## config.mk

```make
export PLATFORM = sky130hd
export DESIGN_NAME = depth_obstacle_avoid_sequencer
export DESIGN_NICKNAME = d
export VERILOG_FILES = /design/src/sv/doas_pkg.sv /design/src/sv/depth_obstacle_avoid_sequencer.sv /design/src/sv/doas_queue.sv /design/src/sv/doas_front.sv /design/src/sv/doas_back.sv
export VERILOG_INCLUDE_DIRS = /design/src /design/src/sv
export SDC_FILE = /design/constraint.sdc
export NUM_CORES = 2
export LEC_CHECK = 0
export BUFFER_PORTS_ARGS = -buffer_cell sky130_fd_sc_hd__buf_2
export CORE_ASPECT_RATIO = 0.6
export CORE_MARGIN = 8
export CORE_UTILIZATION = 58
export CTS_BUF_LIST = sky130_fd_sc_hd__clkbuf_16
export DETAILED_ROUTE_END_ITERATION = 8
export GPL_TIMING_DRIVEN = 0
export PLACE_DENSITY = 0.71
export SLEW_MARGIN = 5
export SYNTH_ARGS = -nofsm -noshare
export SYNTH_HDL_FRONTEND = slang
export SYNTH_SLANG_ARGS = --single-unit
```

## constraint.sdc

```tcl
create_clock -name clk -period 19.9 [get_ports clk]
set_input_delay 2.985 -clock clk [delete_from_list [all_inputs] [get_ports clk]]
set_output_delay 2.985 -clock clk [all_outputs]
set_load 0.05 [all_outputs]
```

## src/sv/assert_macros.svh

```systemverilog
// ----------------------------------------------------------------------------
// Assertion macros
// Concurrent checks on clk, disabled while arst_n is low.
// ----------------------------------------------------------------------------
`ifndef ASSERT_MACROS_SVH
`define ASSERT_MACROS_SVH
`ifndef SYNTHESIS
`define ASSERT_NEVER(lbl, cond) \
	lbl: assert property (@(posedge clk) disable iff (!arst_n) !(cond)) \
		else $error("check failed");
`define ASSERT_IMPL(lbl, ante, cons) \
	lbl: assert property (@(posedge clk) disable iff (!arst_n) (ante) |-> (cons)) \
		else $error("check failed");
`else
`define ASSERT_NEVER(lbl, cond)
`define ASSERT_IMPL(lbl, ante, cons)
`endif
`endif

```

## src/sv/doas_pkg.sv

```systemverilog
// ----------------------------------------------------------------------------
// doas_pkg
// Types, constants and helpers shared by the obstacle avoidance sequencer.
// ----------------------------------------------------------------------------
package doas_pkg;

	localparam int FRAME_ROWS = 480;
	localparam int FRAME_COLS = 640;
	localparam logic [9:0] ROW_LO = 10'(FRAME_ROWS * 3 / 10);
	localparam logic [9:0] ROW_HI = 10'(FRAME_ROWS * 7 / 10);
	localparam logic [9:0] COL_LO = 10'(FRAME_COLS * 3 / 10);
	localparam logic [9:0] COL_HI = 10'(FRAME_COLS * 7 / 10);

	localparam logic [17:0] NO_OBSTACLE_MM = 18'd200000;
	localparam logic [15:0] MIN_VALID_MM   = 16'd200;
	localparam logic [31:0] MISSION_UM     = 32'd300000000;

	localparam logic [2:0] MODE_CRUISE  = 3'd0;
	localparam logic [2:0] MODE_STRAFE  = 3'd1;
	localparam logic [2:0] MODE_EXTRA   = 3'd2;
	localparam logic [2:0] MODE_FWD_CLR = 3'd3;
	localparam logic [2:0] MODE_RETURN  = 3'd4;

	localparam logic [2:0] REG_DETECT   = 3'd0;
	localparam logic [2:0] REG_CLEAR    = 3'd1;
	localparam logic [2:0] REG_EXTRA    = 3'd2;
	localparam logic [2:0] REG_FWD_CLR  = 3'd3;
	localparam logic [2:0] REG_RETURN   = 3'd4;
	localparam logic [2:0] REG_STRAFE_V = 3'd5;
	localparam logic [2:0] REG_FWD_V    = 3'd6;
	localparam logic [2:0] REG_CRUISE_V = 3'd7;

	localparam int QUEUE_DEPTH = 4;
	localparam int QUEUE_AW    = $clog2(QUEUE_DEPTH);

	typedef struct packed {
		logic        action;
		logic [15:0] depth_mm;
		logic [9:0]  pixel_row;
		logic [9:0]  pixel_col;
		logic        frame_last;
		logic [15:0] dt_ms;
		logic        depth_fresh;
	} item_t;

	typedef struct packed {
		logic signed [12:0] vel_x_mm_s;
		logic [11:0] vel_y_mm_s;
		logic [2:0]  avoid_mode;
		logic [17:0] obstacle_mm;
		logic [31:0] lateral_offset_um;
		logic [31:0] forward_progress_um;
		logic        mission_done;
		logic        halted;
	} result_t;

	// control tick as queued between front and back
	typedef struct packed {
		logic [15:0] dt_ms;
		logic        fresh;
		logic        seen;
		logic [17:0] frame_min;
	} tick_t;

	typedef struct packed {
		logic [15:0] detect;
		logic [15:0] clear;
		logic [15:0] extra;
		logic [15:0] fwd_clr;
		logic [15:0] ret;
		logic [11:0] strafe_v;
		logic [11:0] fwd_v;
		logic [11:0] cruise_v;
	} cfg_t;

	function automatic logic [31:0] sat_add(input logic [31:0] a, input logic [27:0] p);
		logic [32:0] s;
		s = {1'b0, a} + 33'(p);
		return s[32] ? 32'hFFFF_FFFF : s[31:0];
	endfunction

endpackage

```

## src/sv/depth_obstacle_avoid_sequencer.sv

```systemverilog
// ----------------------------------------------------------------------------
// depth_obstacle_avoid_sequencer
// Depth window minimum per frame and a five-mode avoidance sequencer.
// ----------------------------------------------------------------------------
//  channel  | handshake                 | word
//  ---------+---------------------------+-----------------------------
//  item     | item_valid / item_stall   | item   (pixel or control tick)
//  result   | result_valid/result_stall | result (one per tick)
//  config   | cfg_valid / cfg_ready     | cfg_index, cfg_data
//
//  Pixels: one word per cycle unless stalled, folded in on accept, no result.
//  Ticks: queued (4 deep); the back end takes one tick at a time, first the
//  products (registered at the pop), then the update into the result
//  register, and pops no new tick until that is done and the output is free.
//  Item stall rises only when the tick queue is full; result stall holds
//  the output register and, once the queue fills, the input side.
//  Reset: config to defaults, cruise mode, no frame seen, sums cleared.
// ----------------------------------------------------------------------------
`include "assert_macros.svh"

module depth_obstacle_avoid_sequencer (
	input  logic              clk,
	input  logic              arst_n,
	input  logic              item_valid,
	output logic              item_stall,
	input  doas_pkg::item_t   item,
	output logic              result_valid,
	input  logic              result_stall,
	output doas_pkg::result_t result,
	input  logic              cfg_valid,
	output logic              cfg_ready,
	input  logic [2:0]        cfg_index,
	input  logic [15:0]       cfg_data
);
	import doas_pkg::*;

	cfg_t  cfg_q;
	tick_t push_tick, q_tick;
	logic  push, pop, q_full, q_empty, accept;

	// registers are always writable; caller keeps to idle periods
	assign cfg_ready = 1'b1;

	always_ff @(posedge clk or negedge arst_n) begin
		if (!arst_n) begin
			cfg_q.detect   <= 16'd3000;
			cfg_q.clear    <= 16'd5000;
			cfg_q.extra    <= 16'd1000;
			cfg_q.fwd_clr  <= 16'd4000;
			cfg_q.ret      <= 16'd4000;
			cfg_q.strafe_v <= 12'd600;
			cfg_q.fwd_v    <= 12'd800;
			cfg_q.cruise_v <= 12'd1000;
		end else if (cfg_valid) begin
			unique case (cfg_index)
				REG_DETECT:   cfg_q.detect   <= cfg_data;
				REG_CLEAR:    cfg_q.clear    <= cfg_data;
				REG_EXTRA:    cfg_q.extra    <= cfg_data;
				REG_FWD_CLR:  cfg_q.fwd_clr  <= cfg_data;
				REG_RETURN:   cfg_q.ret      <= cfg_data;
				REG_STRAFE_V: cfg_q.strafe_v <= cfg_data[11:0];
				REG_FWD_V:    cfg_q.fwd_v    <= cfg_data[11:0];
				REG_CRUISE_V: cfg_q.cruise_v <= cfg_data[11:0];
				default:      cfg_q          <= cfg_q;
			endcase
		end
	end

	// front: accepts every word unless the tick queue is full
	assign item_stall = q_full;
	assign accept     = item_valid && !item_stall;

	doas_front u_front (
		.clk    (clk),
		.arst_n (arst_n),
		.accept (accept),
		.item   (item),
		.push   (push),
		.tick   (push_tick)
	);

	doas_queue u_queue (
		.clk     (clk),
		.arst_n  (arst_n),
		.push    (push),
		.wr_tick (push_tick),
		.pop     (pop),
		.rd_tick (q_tick),
		.full    (q_full),
		.empty   (q_empty)
	);

	doas_back u_back (
		.clk          (clk),
		.arst_n       (arst_n),
		.cfg          (cfg_q),
		.q_empty      (q_empty),
		.q_tick       (q_tick),
		.pop          (pop),
		.result_valid (result_valid),
		.result_stall (result_stall),
		.result       (result)
	);

	`ASSERT_NEVER(a_no_overflow, push && q_full)
	`ASSERT_NEVER(a_no_underflow, pop && q_empty)
	`ASSERT_IMPL(a_halt_zero, result_valid && result.halted, result.vel_x_mm_s == 13'sd0 && result.vel_y_mm_s == 12'd0)
	`ASSERT_IMPL(a_done_zero, result_valid && result.mission_done, result.vel_x_mm_s == 13'sd0 && result.vel_y_mm_s == 12'd0)
endmodule

```

## src/sv/doas_queue.sv

```systemverilog
// ----------------------------------------------------------------------------
// doas_queue
// Short queue of control ticks between front and back.
// ----------------------------------------------------------------------------
module doas_queue (
	input  logic           clk,
	input  logic           arst_n,
	input  logic           push,
	input  doas_pkg::tick_t wr_tick,
	input  logic           pop,
	output doas_pkg::tick_t rd_tick,
	output logic           full,
	output logic           empty
);
	import doas_pkg::*;

	tick_t                mem_q [QUEUE_DEPTH];
	logic [QUEUE_AW-1:0]  wr_ptr_q, rd_ptr_q;
	logic [QUEUE_AW:0]    count_q;

	assign full    = (count_q == (QUEUE_AW+1)'(QUEUE_DEPTH));
	assign empty   = (count_q == '0);
	assign rd_tick = mem_q[rd_ptr_q];

	always_ff @(posedge clk) begin
		if (push) begin
			mem_q[wr_ptr_q] <= wr_tick;
		end
	end

	always_ff @(posedge clk or negedge arst_n) begin
		if (!arst_n) begin
			wr_ptr_q <= '0;
			rd_ptr_q <= '0;
			count_q  <= '0;
		end else begin
			if (push) begin
				wr_ptr_q <= wr_ptr_q + 1'b1;
			end
			if (pop) begin
				rd_ptr_q <= rd_ptr_q + 1'b1;
			end
			unique case ({push, pop})
				2'b10:   count_q <= count_q + 1'b1;
				2'b01:   count_q <= count_q - 1'b1;
				default: count_q <= count_q;
			endcase
		end
	end
endmodule

```

## src/sv/doas_front.sv

```systemverilog
// ----------------------------------------------------------------------------
// doas_front
// Takes words in, folds pixels into the window minimum, queues ticks.
// ----------------------------------------------------------------------------
module doas_front (
	input  logic            clk,
	input  logic            arst_n,
	input  logic            accept,
	input  doas_pkg::item_t item,
	output logic            push,
	output doas_pkg::tick_t tick
);
	import doas_pkg::*;

	logic [17:0] window_min_q, frame_min_q;
	logic        frame_seen_q;
	logic        in_win;
	logic [17:0] win_next;

	assign in_win = (item.pixel_row >= ROW_LO) && (item.pixel_row < ROW_HI) &&
			(item.pixel_col >= COL_LO) && (item.pixel_col < COL_HI);

	always_comb begin
		win_next = window_min_q;
		if (in_win && item.depth_mm > MIN_VALID_MM && 18'(item.depth_mm) < window_min_q) begin
			win_next = 18'(item.depth_mm);
		end
	end

	// state snapshot travels with the tick so later pixels cannot overtake it
	assign push           = accept && item.action;
	assign tick.dt_ms     = item.dt_ms;
	assign tick.fresh     = item.depth_fresh;
	assign tick.seen      = frame_seen_q;
	assign tick.frame_min = frame_min_q;

	always_ff @(posedge clk or negedge arst_n) begin
		if (!arst_n) begin
			window_min_q <= NO_OBSTACLE_MM;
			frame_min_q  <= NO_OBSTACLE_MM;
			frame_seen_q <= 1'b0;
		end else if (accept && !item.action) begin
			if (item.frame_last) begin
				frame_min_q  <= win_next;
				frame_seen_q <= 1'b1;
				window_min_q <= NO_OBSTACLE_MM;
			end else begin
				window_min_q <= win_next;
			end
		end
	end
endmodule

```

## src/sv/doas_back.sv

```systemverilog
// ----------------------------------------------------------------------------
// doas_back
// Runs the avoidance modes per tick: products registered at pop, then update.
// ----------------------------------------------------------------------------
module doas_back (
	input  logic              clk,
	input  logic              arst_n,
	input  doas_pkg::cfg_t    cfg,
	input  logic              q_empty,
	input  doas_pkg::tick_t   q_tick,
	output logic              pop,
	output logic              result_valid,
	input  logic              result_stall,
	output doas_pkg::result_t result
);
	import doas_pkg::*;

	localparam logic ST_IDLE = 1'b0;
	localparam logic ST_EXEC = 1'b1;

	logic        state_q;
	tick_t       tick_s1;
	logic [27:0] p_off_s1, p_fwd_s1, p_trav_s1;
	logic [11:0] vy_s1;
	logic [2:0]  mode_q;
	logic [31:0] offset_q, forward_q, travel_q;
	logic        out_free;
	logic [11:0] vy_sel;
	logic        halted_now;

	logic [2:0]  mode_n;
	logic [31:0] off_n, fwd_n, trav_n, off_sum;
	logic [11:0] vx_mag;
	logic        vx_neg, mission;
	result_t     res_n;

	assign out_free = !result_valid || !result_stall;
	assign pop      = (state_q == ST_IDLE) && !q_empty && out_free;

	// forward speed is fixed by the mode at entry (in cruise also by the detect check)
	always_comb begin
		unique case (mode_q)
			MODE_CRUISE:  vy_sel = (q_tick.frame_min < 18'(cfg.detect)) ? 12'd0 : cfg.cruise_v;
			MODE_FWD_CLR: vy_sel = cfg.fwd_v;
			MODE_RETURN:  vy_sel = cfg.fwd_v >> 1;
			default:      vy_sel = 12'd0;
		endcase
	end

	always_ff @(posedge clk) begin
		if (pop) begin
			tick_s1   <= q_tick;
			p_off_s1  <= 28'(cfg.strafe_v) * 28'(q_tick.dt_ms);
			p_fwd_s1  <= 28'(cfg.fwd_v) * 28'(q_tick.dt_ms);
			p_trav_s1 <= 28'(vy_sel) * 28'(q_tick.dt_ms);
			vy_s1     <= vy_sel;
		end
	end

	assign halted_now = !tick_s1.seen || !tick_s1.fresh;
	assign off_sum    = sat_add(offset_q, p_off_s1);

	always_comb begin
		mode_n = mode_q;
		off_n  = offset_q;
		fwd_n  = forward_q;
		trav_n = travel_q;
		vx_mag = 12'd0;
		vx_neg = 1'b0;
		if (!halted_now) begin
			unique case (mode_q)
				MODE_CRUISE: begin
					if (tick_s1.frame_min < 18'(cfg.detect)) begin
						off_n  = '0;
						mode_n = MODE_STRAFE;
					end
				end
				MODE_STRAFE: begin
					vx_mag = cfg.strafe_v;
					off_n  = off_sum;
					if (tick_s1.frame_min > 18'(cfg.clear)) begin
						off_n  = '0;
						mode_n = MODE_EXTRA;
					end
				end
				MODE_EXTRA: begin
					vx_mag = cfg.strafe_v;
					off_n  = off_sum;
					if (off_sum >= 32'(cfg.extra * 26'd1000)) begin
						fwd_n  = '0;
						mode_n = MODE_FWD_CLR;
					end
				end
				MODE_FWD_CLR: begin
					fwd_n = sat_add(forward_q, p_fwd_s1);
					if (fwd_n >= 32'(cfg.fwd_clr * 26'd1000)) begin
						off_n  = '0;
						mode_n = MODE_RETURN;
					end
				end
				MODE_RETURN: begin
					vx_mag = cfg.strafe_v;
					vx_neg = 1'b1;
					off_n  = off_sum;
					if (off_sum >= 32'(cfg.ret * 26'd1000)) begin
						off_n  = '0;
						mode_n = MODE_CRUISE;
					end
				end
				default: mode_n = MODE_CRUISE;
			endcase
			trav_n = sat_add(travel_q, p_trav_s1);
		end
		mission = (trav_n >= MISSION_UM);

		res_n.vel_x_mm_s          = vx_neg ? -$signed({1'b0, vx_mag}) : $signed({1'b0, vx_mag});
		res_n.vel_y_mm_s          = vy_s1;
		if (halted_now || mission) begin
			res_n.vel_x_mm_s = '0;
			res_n.vel_y_mm_s = '0;
		end
		res_n.avoid_mode          = mode_n;
		res_n.obstacle_mm         = tick_s1.frame_min;
		res_n.lateral_offset_um   = off_n;
		res_n.forward_progress_um = fwd_n;
		res_n.mission_done        = mission;
		res_n.halted              = halted_now;
	end

	always_ff @(posedge clk) begin
		if (state_q == ST_EXEC) begin
			result <= res_n;
		end
	end

	always_ff @(posedge clk or negedge arst_n) begin
		if (!arst_n) begin
			state_q      <= ST_IDLE;
			result_valid <= 1'b0;
			mode_q       <= MODE_CRUISE;
			offset_q     <= '0;
			forward_q    <= '0;
			travel_q     <= '0;
		end else begin
			unique case (state_q)
				ST_IDLE: begin
					if (pop) begin
						state_q <= ST_EXEC;
					end
					if (result_valid && !result_stall) begin
						result_valid <= 1'b0;
					end
				end
				ST_EXEC: begin
					state_q      <= ST_IDLE;
					result_valid <= 1'b1;
					mode_q       <= mode_n;
					offset_q     <= off_n;
					forward_q    <= fwd_n;
					travel_q     <= trav_n;
				end
				default: state_q <= ST_IDLE;
			endcase
		end
	end
endmodule
```

# Word level (Yosys, flattened, before mapping)
# Memories as Yosys holds them, arrays and structs flattened.
# Index checks and enable logic that the tools add are counted.
dict set report op_classes {
  n_eq_ne 15
  magnitude_cmp 13
  bitwise_logic 2
  muxes 36
  add_sub_neg 8
  n_reduce_logical 36
  mul 6
}
# op count
set op_table {}
lappend op_table {{$mux 32} 11}
lappend op_table {{$pmux 32 s5} 1}
lappend op_table {{$add 32x28->33} 3}
lappend op_table {{$ge 32x26->1} 3}
lappend op_table {{$mul 12x16->28} 3}
lappend op_table {{$mul 16x7->23 const B} 3}
lappend op_table {{$pmux 32 s2} 1}
lappend op_table {{$mux 12} 4}
lappend op_table {{$lt 18x16->1} 2}
lappend op_table {{$mux 18} 2}
lappend op_table {{$pmux 12 s3} 1}
lappend op_table {{$ge 32x29->1 const B} 1}
lappend op_table {{$ge 10x8->1 const B} 2}
lappend op_table {{$lt 10x9->1 const B} 2}
lappend op_table {{$eq 3x3->1 const B} 6}
lappend op_table {{$gt 18x16->1} 1}
lappend op_table {{$lt 16x18->1} 1}
lappend op_table {{$mux 3} 6}
lappend op_table {{$reduce_and 2->1} 9}
lappend op_table {{$gt 16x8->1 const B} 1}
lappend op_table {{$pmux 3 s5} 1}
lappend op_table {{$neg 12->13} 1}
lappend op_table {{$eq 3x2->1 const B} 4}
lappend op_table {{$logic_and 1x1->1} 11}
lappend op_table {{other kinds (17)} 36}
dict set report word_totals {
  elab_cells 153
  out_inout_bits 115
  ram_bits 144
  reg_bits 489
  memories 1
}
# name depth word_bits rd rd_ports_with_merged_regs wr line
set memory_table {}
lappend memory_table {u_queue.mem_q 4 36 1 0 1 doas_queue.sv:17} ;# tick_t mem_q [QUEUE_DEPTH];

# Depth between registers and ports, before layout
dict set report logic_depth {
  depth_word 8
  ltp_mapped 38
  ltp_nobuf 33
}

# Hierarchy
# Synthesis repeated with hierarchy kept, for this count alone.
dict set report unflattened {
  hier_cells 5537
  area_unflattened_um2 57699.1
}
# module instances area_each_um2 cells_each seq_area_each_um2
set by_module_without_submodules {}
lappend by_module_without_submodules {doas_back 1 45142.0 4771 9374.0}
lappend by_module_without_submodules {doas_queue 1 5607.9 225 4499.3}
lappend by_module_without_submodules {depth_obstacle_avoid_sequencer 1 4501.8 256 2956.6}
lappend by_module_without_submodules {doas_front 1 2447.3 285 940.9}

# Least setup slack after synthesis
# Ideal clock, no wire load.
dict set report synth_path {
  kind {reg2reg}
  startpoint {reg u_queue.rd_ptr_q[0]}
  endpoint {reg u_back.p_trav_s1[26], data pin}
  arrival_ns 9.618
  path_buffers 5
  synth_period_minus_slack_ns 9.876
  path_slack_ns 10.024
  stages_incl_launch_ff 33
  setup_time_ns 0.258
  t_required_ns 19.642
  cell_sequence {dfrtp_1 -> buf_1 -> buf_2 -> buf_1 -> clkbuf_1 -> mux4_2 -> ha_1 -> a21o_1 -> a21o_1 -> a221o_1 -> a31oi_1 -> o21ai_1 -> a222oi_1 -> clkbuf_1 -> nand2b_1 -> fa_1 -> fa_1 -> inv_1 -> fa_1 -> fa_1 -> inv_1 -> fa_1 -> inv_1 -> ha_1 -> and2_1 -> o21a_1 -> o31ai_1 -> o2111ai_1 -> a31oi_1 -> nor2b_1 -> o21a_1 -> o41a_1 -> xor2_1}
}
# item line
set synth_rtl {}
lappend synth_rtl {{start, declared} doas_queue.sv:18} ;# logic [QUEUE_AW-1:0] wr_ptr_q, rd_ptr_q;
lappend synth_rtl {{start signal, assigned} doas_queue.sv:41} ;# rd_ptr_q <= rd_ptr_q + 1'b1;
lappend synth_rtl {{end signal, assigned} doas_back.sv:55} ;# p_trav_s1 <= 28'(vy_sel) * 28'(q_tick.dt_ms);
lappend synth_rtl {{end, declared} doas_back.sv:23} ;# logic [27:0] p_off_s1, p_fwd_s1, p_trav_s1;

==> results.toml <==
[place]
gp_congestion = 0.981
port_buffers = 180
dp_hpwl_um = 129000
placed_cell_area_um2 = 60400
dpl.cell_count = 7141

[global_route]
met2_usage = 0.401
grt_pass1_vias = 41800
grt_first_pass_wirelength_um = 251000
overflow = 0
grt_usage = 0.296
met3_usage = 0.101
busiest_layer = "met1"
antenna_found_initial = 12
grt_max_degree = 102
grt.met1_usage = 0.452

[yosys]
ys_warn_count = 0
synth_flop_cell = "edfxtp_1"
netlist_top_cells_area = "fa_1, edfxtp_1, ha_1, dfrtp_1, inv_1"
ys_ff_latch = 633
syn_area_um2 = 57600
synth.distinct_cells = 85
syn_nets = 6867
ys_seq_area_frac = 0.309
yosysMostFrequentCell = "inv_1"
synth-edff-count = 372
netlist.top_cell.by_area = "fa_1"
avgSynthCellArea_um2 = 10.2
postSynthCellCount = 5628
synth_top_area_frac = 0.204
synth-async-reset-ratio = 0.412
synthTopCellsByCount = "inv_1, nand2_1, fa_1"

[timing]
finalCriticalPeriod_ns = 12.02
fin_crit_sh = 0.604
hold_violations = 0
fin_worst_skew_ns = 0.0345
relSlewSlack = 0.0788
setup_viol = 0
grt_setup_unrepaired = "no"
worst_pin_slew_ns = 1.38
tns_ns = 0
slew_violations = 0
fmax_mhz = 83.2

[cells_and_area]
fin_area_um2 = 62700
fin_util = 0.638
syn_to_final_growth_pct = 8.96
final_cells = 7275
nets = 7129
fillers = 8018
layout-drive-gt1-share = 0.0866

[hold_path]
hold_class = "register to register"
hold_path_depth = 2

[drt]
vias = 42800
drt_wl_total_um = 164000
vias_per_cell = 5.89
ant_nets = 0
routedWlPerCell_um = 22.5
drc = 0
dr.pass1.iters = 6
drt_iter0_markers = 4376

[critical_path]
max_stage_delay_ns = 1.09
crit_path_end = "u_back.p_trav_s1[26]$_DFFE_PP_"
startpoint_type = "register"
critPathLaunch = "u_queue.rd_ptr_q[0]$_DFFE_PN0P_"
crit_type = "register to register"
r2r-end = "u_back.p_trav_s1[26]$_DFFE_PP_"
rr_worst_depth = 32
crit_fanout = 10
worst_ep_required_time_ns = 20.34
crit_arrival_ns = 12.45
crit_top_cell = "fa_1"
critPathSlowestCell = "a222oi_1"
r2r-start = "u_queue.rd_ptr_q[0]$_DFFE_PN0P_"
reg2reg_setup_slack_ns = 7.88
crit_path_end_kind = "register"

[clocking]
cts_buffers = 66
cts_setup_buffers = 0
cts_hold_buf = 0
cts_tree = "yes"
cts_buffer_depth = 3
cts.sinks = 633
clockRootBuffer = "clkbuf_16"
clkLatencyLatePin_ns = 0.70
path_clk_slew_ns = 0.06
htree_levels = 3
ctsResizeCount = 0

[die]
die_h_um = 260
rows = 89
core_um2 = 98300
die_x_um = 423
ios = 194
start_util = 0.585
die_area_um2 = 110000

[run]
maxCapViolations = 0

[status]
status = "finished clean"
cells in the final DEF (no fill, tap or decap), types with 40 or more instances in the layout:
cell type / count
o21ai_0: 254
mux2_2: 67
nor2b_1: 41
a21o_1: 128
nand2_1: 733
nand2b_1: 49
a21oi_1: 208
xor2_1: 78
dfrtp_1: 205
o21a_1: 40
a22o_1: 64
clkbuf_1: 162
and2_1: 193
nor2_1: 184
edfxtp_1: 372
buf_2: 191
nand3_1: 60
ha_1: 574
nor3_1: 62
fa_1: 586
inv_1: 852
clkbuf_16: 69
dfstp_2: 55
xnor2_1: 131
cell type report:
type                    instances  area [um^2]  share of cell area
diodes                         12         30.0            0.000479
plain buffers                 210          822              0.0131
clock buffers                  69         1730              0.0275
clock inverters                53          509             0.00812
inverters                     844         3170              0.0505
multi-input cells            3941        35800               0.571
flip-flops and latches        633        17800               0.283
well taps                    1319         1650              0.0263
repair buffers                194         1210              0.0193
kinds of logic after synthesis:
family / count (synthesis) / share of synthesized area
mux: 124 / 0.0308
buf+inv: 1054 / 0.0693
other cells: 1 / 0.0000651
fa+ha+maj: 1160 / 0.329
flops: 633 / 0.309
xor+xnor: 209 / 0.0318
compound gates: 964 / 0.111
simple gates: 1483 / 0.120
routing by layer:
metal	vias to the layer above	wire length [um]
li1	19400	-
met1	21200	74400
met2	1966	64400
met3	268	20400
met4	8	4370
met5	-	193
worst min path at each step:
stage	from	endpoint	slack (ns)
2_1_floorplan	u_back.res_n[66]$_DFFE_PP_	u_back.result[66]$_DFFE_PP_	0.44
3_3_place_gp	u_back.travel_q[3]$_DFFE_PN0P_	u_back.travel_q[3]$_DFFE_PN0P_	0.45
3_5_place_dp	u_back.travel_q[0]$_DFFE_PN0P_	u_back.travel_q[0]$_DFFE_PN0P_	0.46
4_1_cts	u_back.travel_q[0]$_DFFE_PN0P_	u_back.travel_q[0]$_DFFE_PN0P_	0.48
5_1_grt	u_back.travel_q[2]$_DFFE_PN0P_	u_back.travel_q[2]$_DFFE_PN0P_	0.50
6_report	u_back.travel_q[7]$_DFFE_PN0P_	u_back.travel_q[7]$_DFFE_PN0P_	0.48
state kept, by name (all words and copies together) (netlist names):
name,flops
u_back.forward_q,32
u_front.window_min_q,18
cfg_q,116
u_back.p_off_s1,28
u_queue.mem_q,144
u_queue.wr_ptr_q,2
u_back.p_fwd_s1,28
u_front.frame_min_q,18
u_back.state_q,1
u_back.result,112
u_back.res_n,18
u_back.result_valid,1
u_back.p_trav_s1,28
u_back.tick_s1,2
u_queue.count_q,3
u_back.mode_q,3
u_back.vy_s1,12
u_back.travel_q,32
u_front.frame_seen_q,1
u_back.offset_q,32
u_queue.rd_ptr_q,2
through the flow:
stage	hold slack, ns	setup slack, ns
6_report	0.477	7.88
5_1_grt	0.501	7.13
4_1_cts	0.477	7.80
3_5_place_dp	0.463	7.79
3_3_place_gp	0.455	6.46
2_1_floorplan	0.441	10.02
worst max-delay path, delay by kind of cell, from the launching register on:
| kind | cells | cell delay, ns |
|---|---|---|
| compound gates | 12 | 4.02 |
| buf+inv | 8 | 3.19 |
| xor+xnor | 1 | 0.14 |
| flops | 1 | 0.37 |
| fa+ha+maj | 7 | 2.92 |
| mux | 1 | 0.63 |
| simple gates | 3 | 0.48 |
Power is not shown: default switching activity piles up to over one toggle a cycle in this logic, so the estimate is an artifact.
